File: src/rtl/core/kmp_sm_pkg.sv
// Package of the KMP stream matcher: request codes, status codes, state and
// control/status bundle types. No dependencies.
`default_nettype none

package kmp_sm_pkg;

    localparam int REQ_W      = 2;
    localparam int BYTE_W     = 8;
    localparam int STATUS_W   = 2;
    localparam int TEXT_POS_W = 32;

    typedef enum logic [REQ_W-1:0] {
        REQ_CLEAR   = 2'd0,
        REQ_APPEND  = 2'd1,
        REQ_RESTART = 2'd2,
        REQ_TEXT    = 2'd3
    } req_t;

    typedef enum logic [STATUS_W-1:0] {
        STAT_OK    = 2'd0,
        STAT_FULL  = 2'd1,
        STAT_EMPTY = 2'd2
    } status_t;

    typedef enum logic [2:0] {
        ST_IDLE,
        ST_DISPATCH,
        ST_FAIL_READ,
        ST_SCAN,
        ST_FINISH
    } state_t;

    typedef enum logic [1:0] {
        SEL_BUILD,
        SEL_MATCHED,
        SEL_PLEN_LAST,
        SEL_FAIL_DATA
    } addr_sel_t;

    typedef struct packed {
        logic      capture;
        logic      issue;
        addr_sel_t sel;
        logic      finalize;
        logic      commit;
    } dp_cmd_t;

    typedef struct packed {
        req_t req;
        logic plen_zero;
        logic plen_full;
        logic resume_ge;
        logic fall_back;
        logic out_free;
    } dp_stat_t;

endpackage

`default_nettype wire

File: src/rtl/core/kmp_sm_ram.sv
// Generic single-write, single-read RAM with a registered read port.
// No dependencies.
`default_nettype none

module kmp_sm_ram #(
    parameter int WIDTH = 8,
    parameter int DEPTH = 32
) (
    input  wire logic                     aclk,
    input  wire logic                     we,
    input  wire logic [$clog2(DEPTH)-1:0] waddr,
    input  wire logic [WIDTH-1:0]         wdata,
    input  wire logic                     re,
    input  wire logic [$clog2(DEPTH)-1:0] raddr,
    output      logic [WIDTH-1:0]         rdata
);

    logic [WIDTH-1:0] mem_reg [DEPTH];
    logic [WIDTH-1:0] rdata_reg;

    always_ff @(posedge aclk) begin
        if (we) begin
            mem_reg[waddr] <= wdata;
        end
        if (re) begin
            rdata_reg <= mem_reg[raddr];
        end
    end

    assign rdata = rdata_reg;

endmodule

`default_nettype wire

File: src/rtl/core/kmp_sm_ctrl.sv
// Controller state machine of the KMP stream matcher: sequences each request
// through dispatch, failure-chain walk and commit. Uses kmp_sm_pkg.
`default_nettype none

module kmp_sm_ctrl
    import kmp_sm_pkg::*;
(
    input  wire logic     aclk,
    input  wire logic     aresetn,
    input  wire logic     s_valid,
    output      logic     s_ready,
    input  wire dp_stat_t stat,
    output      dp_cmd_t  cmd
);

    state_t state_reg;
    state_t state_next;

    always_ff @(posedge aclk) begin
        if (!aresetn) begin
            state_reg <= ST_IDLE;
        end else begin
            state_reg <= state_next;
        end
    end

    always_comb begin
        state_next   = state_reg;
        s_ready      = 1'b0;
        cmd.capture  = 1'b0;
        cmd.issue    = 1'b0;
        cmd.sel      = SEL_BUILD;
        cmd.finalize = 1'b0;
        cmd.commit   = 1'b0;
        case (state_reg)
            ST_IDLE: begin
                s_ready = 1'b1;
                if (s_valid) begin
                    cmd.capture = 1'b1;
                    state_next  = ST_DISPATCH;
                end
            end
            ST_DISPATCH: begin
                case (stat.req)
                    REQ_APPEND: begin
                        if (stat.plen_full) begin
                            state_next = ST_FINISH;
                        end else begin
                            cmd.issue  = 1'b1;
                            cmd.sel    = SEL_BUILD;
                            state_next = stat.plen_zero ? ST_FINISH : ST_SCAN;
                        end
                    end
                    REQ_TEXT: begin
                        if (stat.plen_zero) begin
                            state_next = ST_FINISH;
                        end else if (stat.resume_ge) begin
                            cmd.issue  = 1'b1;
                            cmd.sel    = SEL_PLEN_LAST;
                            state_next = ST_FAIL_READ;
                        end else begin
                            cmd.issue  = 1'b1;
                            cmd.sel    = SEL_MATCHED;
                            state_next = ST_SCAN;
                        end
                    end
                    default: begin
                        state_next = ST_FINISH;
                    end
                endcase
            end
            ST_FAIL_READ: begin
                cmd.issue  = 1'b1;
                cmd.sel    = SEL_FAIL_DATA;
                state_next = ST_SCAN;
            end
            ST_SCAN: begin
                if (stat.fall_back) begin
                    cmd.issue = 1'b1;
                    cmd.sel   = SEL_FAIL_DATA;
                end else begin
                    cmd.finalize = 1'b1;
                    state_next   = ST_FINISH;
                end
            end
            ST_FINISH: begin
                if (stat.out_free) begin
                    cmd.commit = 1'b1;
                    state_next = ST_IDLE;
                end
            end
            default: begin
                state_next = ST_IDLE;
            end
        endcase
    end

endmodule

`default_nettype wire

File: src/rtl/core/kmp_sm_datapath.sv
// Datapath of the KMP stream matcher: pattern and failure-table RAMs, search
// state registers and the result register. Uses kmp_sm_pkg and kmp_sm_ram.
`default_nettype none

module kmp_sm_datapath
    import kmp_sm_pkg::*;
#(
    parameter int MAX_PATTERN = 32,
    parameter int CW          = $clog2(MAX_PATTERN + 1),
    parameter int DATA_W      = ((4 + 2 * CW + TEXT_POS_W + 7) / 8) * 8
) (
    input  wire logic              aclk,
    input  wire logic              aresetn,
    input  wire logic [REQ_W-1:0]  req_type,
    input  wire logic [BYTE_W-1:0] data_byte,
    input  wire dp_cmd_t           cmd,
    output      dp_stat_t          stat,
    input  wire logic              m_ready,
    output      logic              m_valid,
    output      logic [DATA_W-1:0] m_data
);

    localparam int AW = $clog2(MAX_PATTERN);

    req_t                  req_reg;
    logic [BYTE_W-1:0]     byte_reg;
    logic [CW-1:0]         k_reg;
    logic [CW-1:0]         k_next;
    logic [CW-1:0]         plen_reg;
    logic [CW-1:0]         plen_next;
    logic [CW-1:0]         build_reg;
    logic [CW-1:0]         build_next;
    logic [CW-1:0]         matched_reg;
    logic [CW-1:0]         matched_next;
    logic                  found_reg;
    logic                  found_next;
    logic [TEXT_POS_W-1:0] cnt_reg;
    logic [TEXT_POS_W-1:0] cnt_next;
    logic                  out_valid_reg;
    logic                  out_valid_next;
    status_t               out_status_reg;
    logic                  out_hit_reg;
    logic                  out_found_reg;
    logic [CW-1:0]         out_matched_reg;
    logic [CW-1:0]         out_plen_reg;
    logic [TEXT_POS_W-1:0] out_cnt_reg;

    status_t               status_c;
    logic                  hit_c;
    logic [CW-1:0]         addr;
    logic [CW-1:0]         addr_minus;
    logic [AW-1:0]         fail_raddr;
    logic [BYTE_W-1:0]     pat_rdata;
    logic [CW-1:0]         fail_rdata;
    logic                  wr_en;
    logic                  byte_eq;

    always_comb begin
        case (cmd.sel)
            SEL_BUILD:     addr = build_reg;
            SEL_MATCHED:   addr = matched_reg;
            SEL_PLEN_LAST: addr = plen_reg - CW'(1);
            SEL_FAIL_DATA: addr = fail_rdata;
            default:       addr = build_reg;
        endcase
    end

    assign addr_minus = addr - CW'(1);
    assign fail_raddr = (cmd.sel == SEL_PLEN_LAST) ? addr[AW-1:0] : addr_minus[AW-1:0];
    assign byte_eq    = (pat_rdata == byte_reg);
    assign wr_en      = cmd.commit && (req_reg == REQ_APPEND) && !stat.plen_full;

    kmp_sm_ram #(
        .WIDTH(BYTE_W),
        .DEPTH(MAX_PATTERN)
    ) u_pattern_ram (
        .aclk (aclk),
        .we   (wr_en),
        .waddr(plen_reg[AW-1:0]),
        .wdata(byte_reg),
        .re   (cmd.issue),
        .raddr(addr[AW-1:0]),
        .rdata(pat_rdata)
    );

    kmp_sm_ram #(
        .WIDTH(CW),
        .DEPTH(MAX_PATTERN)
    ) u_failure_ram (
        .aclk (aclk),
        .we   (wr_en),
        .waddr(plen_reg[AW-1:0]),
        .wdata(k_reg),
        .re   (cmd.issue),
        .raddr(fail_raddr),
        .rdata(fail_rdata)
    );

    assign stat.req       = req_reg;
    assign stat.plen_zero = (plen_reg == '0);
    assign stat.plen_full = (plen_reg == CW'(MAX_PATTERN));
    assign stat.resume_ge = (matched_reg >= plen_reg);
    assign stat.fall_back = (k_reg != '0) && !byte_eq;
    assign stat.out_free  = !out_valid_reg || m_ready;

    always_comb begin
        k_next = k_reg;
        if (cmd.issue) begin
            k_next = addr;
        end else if (cmd.finalize) begin
            k_next = k_reg + CW'(byte_eq);
        end
    end

    always_comb begin
        plen_next    = plen_reg;
        build_next   = build_reg;
        matched_next = matched_reg;
        found_next   = found_reg;
        cnt_next     = cnt_reg;
        status_c     = STAT_OK;
        hit_c        = 1'b0;
        if (cmd.commit) begin
            case (req_reg)
                REQ_CLEAR: begin
                    plen_next    = '0;
                    build_next   = '0;
                    matched_next = '0;
                    found_next   = 1'b0;
                    cnt_next     = '0;
                end
                REQ_APPEND: begin
                    if (stat.plen_full) begin
                        status_c = STAT_FULL;
                    end else begin
                        build_next = k_reg;
                        plen_next  = plen_reg + CW'(1);
                    end
                end
                REQ_RESTART: begin
                    matched_next = '0;
                    found_next   = 1'b0;
                    cnt_next     = '0;
                end
                REQ_TEXT: begin
                    cnt_next = cnt_reg + TEXT_POS_W'(1);
                    if (stat.plen_zero) begin
                        matched_next = '0;
                        status_c     = STAT_EMPTY;
                    end else begin
                        matched_next = k_reg;
                        if (k_reg == plen_reg) begin
                            hit_c      = 1'b1;
                            found_next = 1'b1;
                        end
                    end
                end
                default: begin
                    status_c = STAT_OK;
                end
            endcase
        end
    end

    always_comb begin
        out_valid_next = out_valid_reg;
        if (cmd.commit) begin
            out_valid_next = 1'b1;
        end else if (m_ready) begin
            out_valid_next = 1'b0;
        end
    end

    always_ff @(posedge aclk) begin
        if (!aresetn) begin
            plen_reg      <= '0;
            build_reg     <= '0;
            matched_reg   <= '0;
            found_reg     <= 1'b0;
            cnt_reg       <= '0;
            out_valid_reg <= 1'b0;
        end else begin
            plen_reg      <= plen_next;
            build_reg     <= build_next;
            matched_reg   <= matched_next;
            found_reg     <= found_next;
            cnt_reg       <= cnt_next;
            out_valid_reg <= out_valid_next;
        end
    end

    always_ff @(posedge aclk) begin
        k_reg <= k_next;
        if (cmd.capture) begin
            req_reg  <= req_t'(req_type);
            byte_reg <= data_byte;
        end
        if (cmd.commit) begin
            out_status_reg  <= status_c;
            out_hit_reg     <= hit_c;
            out_found_reg   <= found_next;
            out_matched_reg <= matched_next;
            out_plen_reg    <= plen_next;
            out_cnt_reg     <= cnt_next;
        end
    end

    assign m_valid = out_valid_reg;
    assign m_data  = DATA_W'({out_cnt_reg, out_plen_reg, out_matched_reg,
                              out_found_reg, out_hit_reg, out_status_reg});

endmodule

`default_nettype wire

File: src/rtl/core/kmp_stream_matcher_unit.sv
// Each request is taken in ST_IDLE and decoded in ST_DISPATCH. A clear, restart,
// full append, first pattern byte or text byte on an empty pattern then goes to ST_FINISH;
// any other append or text byte first walks the failure chain in ST_SCAN (after a full
// match through ST_FAIL_READ). One request in work; the next is accepted once the result
// is registered, which ST_FINISH does only while the output register is free.
// Reset (aresetn low, synchronous) empties the pattern and clears all search state.
`default_nettype none

module kmp_stream_matcher_unit
    import kmp_sm_pkg::*;
#(
    parameter  int MAX_PATTERN = 32,
    localparam int CW          = $clog2(MAX_PATTERN + 1),
    localparam int DATA_W      = ((4 + 2 * CW + TEXT_POS_W + 7) / 8) * 8
) (
    input  wire logic              aclk,
    input  wire logic              aresetn,
    input  wire logic              s_axis_tvalid,
    output      logic              s_axis_tready,
    // data_byte [7:0]
    input  wire logic [BYTE_W-1:0] s_axis_tdata,
    // req_type [1:0]
    input  wire logic [REQ_W-1:0]  s_axis_tuser,
    output      logic              m_axis_tvalid,
    input  wire logic              m_axis_tready,
    // status [1:0], match_now [2], found_any [3], match_length [4 +: CW],
    // pattern_count [4+CW +: CW], text_position [4+2*CW +: 32], zero fill above
    output      logic [DATA_W-1:0] m_axis_tdata
);

    dp_cmd_t  cmd;
    dp_stat_t stat;

    kmp_sm_ctrl u_ctrl (
        .aclk   (aclk),
        .aresetn(aresetn),
        .s_valid(s_axis_tvalid),
        .s_ready(s_axis_tready),
        .stat   (stat),
        .cmd    (cmd)
    );

    kmp_sm_datapath #(
        .MAX_PATTERN(MAX_PATTERN),
        .CW         (CW),
        .DATA_W     (DATA_W)
    ) u_datapath (
        .aclk     (aclk),
        .aresetn  (aresetn),
        .req_type (s_axis_tuser),
        .data_byte(s_axis_tdata),
        .cmd      (cmd),
        .stat     (stat),
        .m_ready  (m_axis_tready),
        .m_valid  (m_axis_tvalid),
        .m_data   (m_axis_tdata)
    );

endmodule

`default_nettype wire

File: config.mk
export PLATFORM = sky130hd
export DESIGN_NAME = kmp_stream_matcher_unit
export DESIGN_NICKNAME = d
export VERILOG_FILES = /design/src/rtl/core/kmp_sm_pkg.sv /design/src/rtl/core/kmp_sm_ram.sv /design/src/rtl/core/kmp_sm_ctrl.sv /design/src/rtl/core/kmp_sm_datapath.sv /design/src/rtl/core/kmp_stream_matcher_unit.sv
export SDC_FILE = /design/constraint.sdc
export NUM_CORES = 1
export LEC_CHECK = 0
export ABC_AREA = 0
export ABC_CLOCK_PERIOD_IN_PS = 6170
export BUFFER_PORTS_ARGS = -buffer_cell sky130_fd_sc_hd__buf_2
export CORE_ASPECT_RATIO = 0.75
export CORE_MARGIN = 2
export CORE_UTILIZATION = 62
export DETAILED_ROUTE_END_ITERATION = 16
export GPL_TIMING_DRIVEN = 0
export PLACE_DENSITY_LB_ADDON = 0.2
export SYNTH_ARGS = -nofsm -noshare
export SYNTH_HDL_FRONTEND = slang
export SYNTH_SLANG_ARGS = --single-unit
export TNS_END_PERCENT = 100
File: constraint.sdc
create_clock -name aclk -period 6.17 [get_ports aclk]
set_input_delay 0.617 -clock aclk [delete_from_list [all_inputs] [get_ports aclk]]
set_output_delay 0.617 -clock aclk [all_outputs]
set_load 0.1 [all_outputs]
# Word-level counts from Yosys, hierarchy flattened
# Memories as Yosys holds them, arrays and structs flattened. A register that Yosys moved wholly into a read port is not among the register bits.
# Index checks and enable logic that the tools add are counted.
# word_totals
ff_bits	119
ramBits	448
in_bits	14
out_inout_bits	50
word_cells	109
mem_count	2
# classes
addsub	5
order_cmp	1
n_eq_ne	17
muxes	48
bitwise_logic	1
n_reduce_logical	19
# memory_table
memory	depth	word_bits	read_ports	rd_ports_with_merged_regs	write_ports	line	source
u_datapath.u_pattern_ram.mem_reg	32	8	1	1	1	kmp_sm_ram.sv:18	logic [WIDTH-1:0] mem_reg [DEPTH];
u_datapath.u_failure_ram.mem_reg	32	6	1	1	1	kmp_sm_ram.sv:18	
# ops
operator	n
$pmux 32 s2	1
$mux 6	7
$pmux 6 s2	3
$add 32x1->32 const B	1
$mux 32	1
$mux 3	9
$pmux 6 s4	1
$mux 1	17
$pmux 3 s5	1
$pmux 3 s2	2
$pmux 3 s3	1
$eq 2x2->1 const B	4
$eq 8x8->1	1
$ne 2x2->1 const B	4
$add 6x1->6	1
$add 6x1->6 const B	1
$eq 3x2->1 const B	2
$eq 6x6->1	1
$eq 6x6->1 const B	1
$ge 6x6->1	1
$logic_not 6->1	1
$reduce_and 3->1	2
$reduce_bool 2->1	3
$reduce_bool 6->1	1
16 further kinds	24

# Longest topological paths before layout
# depth
word_depth	9
ltp_mapped	22
depth_no_buf	16

# By module
# Synthesis repeated with hierarchy kept, for this count alone.
# unflattened
hier_cells	1321
area_unflattened_um2	23709.0
# by_module_without_submodules
module	n_inst	cells_each	area_each_um2	seq_area_each_um2
kmp_sm_ram at u_datapath.u_pattern_ram	1	417	10133.5	7927.6
kmp_sm_ram at u_datapath.u_failure_ram	1	323	7649.8	5945.7
kmp_sm_datapath	1	545	5627.9	2962.8
kmp_sm_ctrl	1	36	297.8	60.1

# Least setup slack after synthesis
# OpenSTA, ideal clock, no wires.
# synth_timing
path_type	register to register
from	register u_datapath.plen_reg[0]
to	register u_datapath.u_failure_ram.rdata_reg[0], in the netlist u_datapath.u_failure_ram.rdata[0] (read register of u_datapath.u_failure_ram.mem_reg) (data pin)
setup_ps	263
t_arrival_ps	4650
t_required_ps	5907
path_slack_ps	1257
stages_incl_launch_ff	23
n_path_buf	6
synth_period_minus_slack_ps	4913
path_cell_list	dfxtp_1 > inv_1 > ha_1 > or3b_1 > or3_1 > buf_2 > and3_1 > buf_6 > nor3_4 > a221o_1 > inv_1 > clkbuf_1 > buf_1 > ha_1 > a21boi_1 > nor2_1 > clkbuf_1 > buf_1 > a221oi_1 > a31oi_1 > mux2_2 > a211oi_1 > nor4_1
# synth_between
elab_chain_cells	9
word_cells_on_any_way	16
classes_between	add/sub (2); order compare (1); eq/ne (4); mux (7); reduce/logical (2)
# synth_rtl
element	line	source
start: declaration	kmp_sm_datapath.sv:29	logic [CW-1:0] plen_reg;
start signal: assignment	kmp_sm_datapath.sv:183	plen_reg <= plen_next;
$ge 6x6->1	kmp_sm_datapath.sv:102	assign stat.resume_ge = (matched_reg >= plen_reg);
$mux 2	kmp_sm_ctrl.sv:57	end else if (stat.resume_ge) begin
$mux 3	kmp_sm_ctrl.sv:55	if (stat.plen_zero) begin
$pmux 3 s2	kmp_sm_ctrl.sv:44	case (stat.req)
$pmux 3 s3	kmp_sm_ctrl.sv:35	case (state_reg)
$eq 2x2->1 (tied with other cells)	kmp_sm_datapath.sv:59	case (cmd.sel)
$pmux 6 s4	kmp_sm_datapath.sv:59	
$sub 5x1->5	kmp_sm_datapath.sv:68	assign addr_minus = addr - CW'(1);
$mux 5	kmp_sm_datapath.sv:69	assign fail_raddr = (cmd.sel == SEL_PLEN_LAST) ? addr[AW-1:0] : addr_minus[AW-1:0];
end: declaration	kmp_sm_ram.sv:19	logic [WIDTH-1:0] rdata_reg;
# Parallel ways exist; a longest one is shown, timed or not.
# A chain may end at the register's enable or synchronous reset.

# Worst setup path after layout
# layout_timing
from	register u_datapath.byte_reg[6]
to	register u_datapath.u_failure_ram.rdata_reg[5], in the netlist u_datapath.u_failure_ram.rdata[5] (read register of u_datapath.u_failure_ram.mem_reg) (data pin)
# layout_between
elab_chain_cells	9
word_cells_on_any_way	12
classes_between	add/sub (1); eq/ne (4); mux (4); reduce/logical (3)
# layout_rtl
element	line	source
start: declaration	kmp_sm_datapath.sv:26	logic [BYTE_W-1:0] byte_reg;
start signal: assignment	kmp_sm_datapath.sv:196	byte_reg <= data_byte;
$eq 8x8->1 *	kmp_sm_datapath.sv:70	assign byte_eq = (pat_rdata == byte_reg);
$logic_not 1->1 *	kmp_sm_datapath.sv:103	assign stat.fall_back = (k_reg != '0) && !byte_eq;
$logic_and 1x1->1 *	kmp_sm_datapath.sv:103	
$mux 3 *	kmp_sm_ctrl.sv:78	if (stat.fall_back) begin
$pmux 3 s3 *	kmp_sm_ctrl.sv:35	
$eq 2x2->1 (tied with other cells)	kmp_sm_datapath.sv:59	
$pmux 6 s4	kmp_sm_datapath.sv:59	
$sub 5x1->5	kmp_sm_datapath.sv:68	
$mux 5	kmp_sm_datapath.sv:69	
# Every way passes the cells marked *; elsewhere a longest branch is shown, timed or not.

==> flow_summary.yaml <==
power_and_ir_drop:
  finalPower_mw: 7.865
  power_density_nw_per_um2: 282.4
  leakage_nw: 9.267
  vdd_drop_max_mv: 0.2521
sta:
  tns_ps: 0
  tightest_slew_ps: 1327
  drv_slew: 0
  finClkSkew_ps: 20.44
  setup_ws_ps: 100.9
  hold_viol: 0
  min_period_ps: 6069
  fmax_mhz: 164.8
  finalSetupViolCount: 0
  fin_crit_sh_pct: 98.36
  relSlewSlack_pct: 10.71
synth:
  synth_top_family_by_area: "compound AO/OA/AOI/OAI gates"
  synthAdderAreaFrac_pct: 0.7208
  synthCells: 1838
  ys_seq_elements: 581
  synth_compound_area_share_pct: 11.45
  yosysSeqAreaShare_pct: 69.52
  synth-simple-area-share_pct: 10.98
  syn_nets: 1866
  synthMuxAreaShare_pct: 3.331
  synth_edf_count: 526
  synth_common_cells: "526 x edfxtp_1, 330 x nand2_1, 115 x a21oi_1"
  synth.top_cell.area_share_pct: 64.99
  synth_area_leaders: "edfxtp_1 65%, nand2_1 5.1%, dfxtp_1 4.5%"
  synth.most_common_cell: "edfxtp_1"
  ys_types: 59
  synth_xor_area_share_pct: 1.807
  synthArstFlopShare_pct: 0
  yosys_warnings: 0
  synth_flop_cell: "edfxtp_1"
  synth_area_sq_um: 24300
  synth_area_per_cell_sq_um: 13.22
  yosys.area.top_type: "edfxtp_1"
clocking:
  cts_tree: "built"
  clkSinkCount: 581
  clk_pin_slew_worst_paths_ps: 60
  cts_hold_buffers: 0
  root_buffer: "clkbuf_16"
  clock_path_buffers: 3
  htree_levels: 2
  cts_buffers: 53
  clock_latency_ps: 590
drt:
  drc_errors: 0
  drt-wirelength-per-cell_um: 27.09
  drt_iter0_drc: 2517
  ant_nets: 0
  routed_via_density: 6.694
  routed_wl_um: 69310
  dr.pass1.iters: 8
  vias: 17130
setup_path:
  crit_chain: "xnor2_1 > nand4_1 > o21a_1 > o21ai_0 > nand3_2 > inv_2 > clkbuf_2 > ha_1 > o21ai_0 > buf_2 > clkbuf_2 > nand3_1 > a31oi_1 > mux2_2 > a211oi_1 > nor4_4"
  cp.arrival_ps: 6390
  reg2reg_slack_ps: 100
  regToRegStartpoint: "u_datapath.byte_reg[6]"
  cp_data_required_time_ps: 6490
  crit_type: "flop to flop"
  critical-path-top-delay-family: "buffers and inverters"
  r2r_cells: 16
  max_stage_delay_ps: 920
  critPathLaunchType: "flop"
  slowest_stage: "edfxtp_1"
  crit_fanout: 18
  endpoint_kind: "flop"
  regToRegEndpoint: "u_datapath.u_failure_ram.rdata[5]"
  crit_buf_inv: 4
die:
  die_h_um: 175.5
  start_util_pct: 63.16
  num_rows: 62
  ios: 64
  core_sq_um: 38480
  dieArea_sq_um: 40810
  die_w_um: 232.6
global_route:
  met2_usage_pct: 47.51
  use_met1_pct: 49.50
  grt_util_all_layers_pct: 34.02
  grt_pass1_vias: 16180
  busiest_layer: "met1"
  grt_max_degree: 38
  grt_overflow: 0
  grtUsageMet3_pct: 13.93
  grt_pass1_wl_um: 101100
  antenna_found_initial: 1
placement:
  io_buffer_count: 63
  dpl.hpwl_um: 44930
  place_area_sq_um: 25750
  place_congestion: 0.9728
  pre_cts_slack_ps: -1352
min_path:
  whs_path_depth: 1
  min_delay_worst_endpoint: "u_datapath.req_reg[0]"
  hp-class: "primary input to flop"
  min-delay-start: "s_axis_tuser[0]"
finish:
  area.growth.synth_to_final_pct: 14.60
  fin_area_sq_um: 27850
  fin_util_pct: 72.38
  nets: 2036
  num_antenna_cells: 0
  largest_reg_flops: 256
  drive_gt1_share_pct: 15.39
flow_run:
  drv_cap: 0
outcome:
  status: "finished clean"
-- cell usage in the layout (no fill, tap or decap), types with 13 or more instances in the layout --
| cell type | instances |
|---|---|
| o21ai_0 | 41 |
| buf_2 | 74 |
| mux4_2 | 21 |
| ha_1 | 13 |
| edfxtp_1 | 526 |
| a22oi_1 | 16 |
| a31oi_1 | 47 |
| nor2_1 | 62 |
| nand2_1 | 330 |
| a211oi_1 | 52 |
| and2_1 | 45 |
| xnor2_1 | 25 |
| clkbuf_16 | 53 |
| dfxtp_1 | 55 |
| a21oi_1 | 114 |
| clkbuf_2 | 13 |
| buf_4 | 14 |
| nand3_1 | 78 |
| nor2_2 | 32 |
| a221oi_1 | 52 |
| and3_1 | 14 |
| buf_8 | 22 |
| buf_6 | 21 |
| mux2_2 | 13 |
| clkbuf_1 | 83 |
| a22o_1 | 38 |
| xor2_1 | 22 |
| inv_1 | 14 |
-- how the worst max path moves through the flow --
stage | start | end | slack (ps) | cells after the start
floorplan | u_datapath.plen_reg[0] | u_datapath.u_failure_ram.rdata[0] | 1260 | 22
global placement | u_datapath.byte_reg[4] | u_datapath.u_failure_ram.rdata[5] | -1300 | 18
detailed placement | u_datapath.byte_reg[4] | u_datapath.u_failure_ram.rdata[5] | -1350 | 18
CTS | u_datapath.plen_reg[2] | u_datapath.u_failure_ram.rdata[1] | 6 | 20
global route | u_datapath.plen_reg[0] | u_datapath.u_failure_ram.rdata[2] | -10 | 20
finish | u_datapath.byte_reg[6] | u_datapath.u_failure_ram.rdata[5] | 100 | 16
-- metal layers --
layer | part of all wire (%) | up-vias
met2 | 42 | 1274
li1 | - | 7305
met4 | 2.8 | 0
met5 | 0 | -
met1 | 38 | 8380
met3 | 17 | 170
-- power by group --
part	switching, mW	internal (mW)	total [mW]
Combinational	0.267	0.0873	0.354
Clock	1.42	1.78	3.20
Sequential	0.0191	4.30	4.32
Total	1.70	6.16	7.87
-- stage by stage --
step	hold WS, ps	instances
finish	199.3	2559
global route	185.5	2559
CTS	186.1	2552
detailed placement	522.2	2442
global placement	512.1	2413
floorplan	487.5	1838
-- layout make-up --
cell class / instances / area [sq um]
inverters: 15 / 56.30
clock inverters: 28 / 251.5
repair buffers: 117 / 996.0
flip-flops and latches: 581 / 16900
clock buffers: 66 / 1375
fillers: 2508 / 10630
multi-input cells: 1130 / 7141
plain buffers: 110 / 494.2
well taps: 512 / 640.6
-- cell families after synthesis --
logic type | Yosys count
flops | 581
xor+xnor | 48
buf+inv | 127
fa+ha+maj | 14
simple gates | 609
mux | 50
compound gates | 409
-- repair_timing --
| action | CTS | global route |
|---|---|---|
| gates resized for setup | 31 | 24 |
| setup endpoints to repair | 6 | 6 |
| pin swaps | 0 | 3 |
| buffers inserted | 17 | 6 |
(Power assumes the default switching activity.)
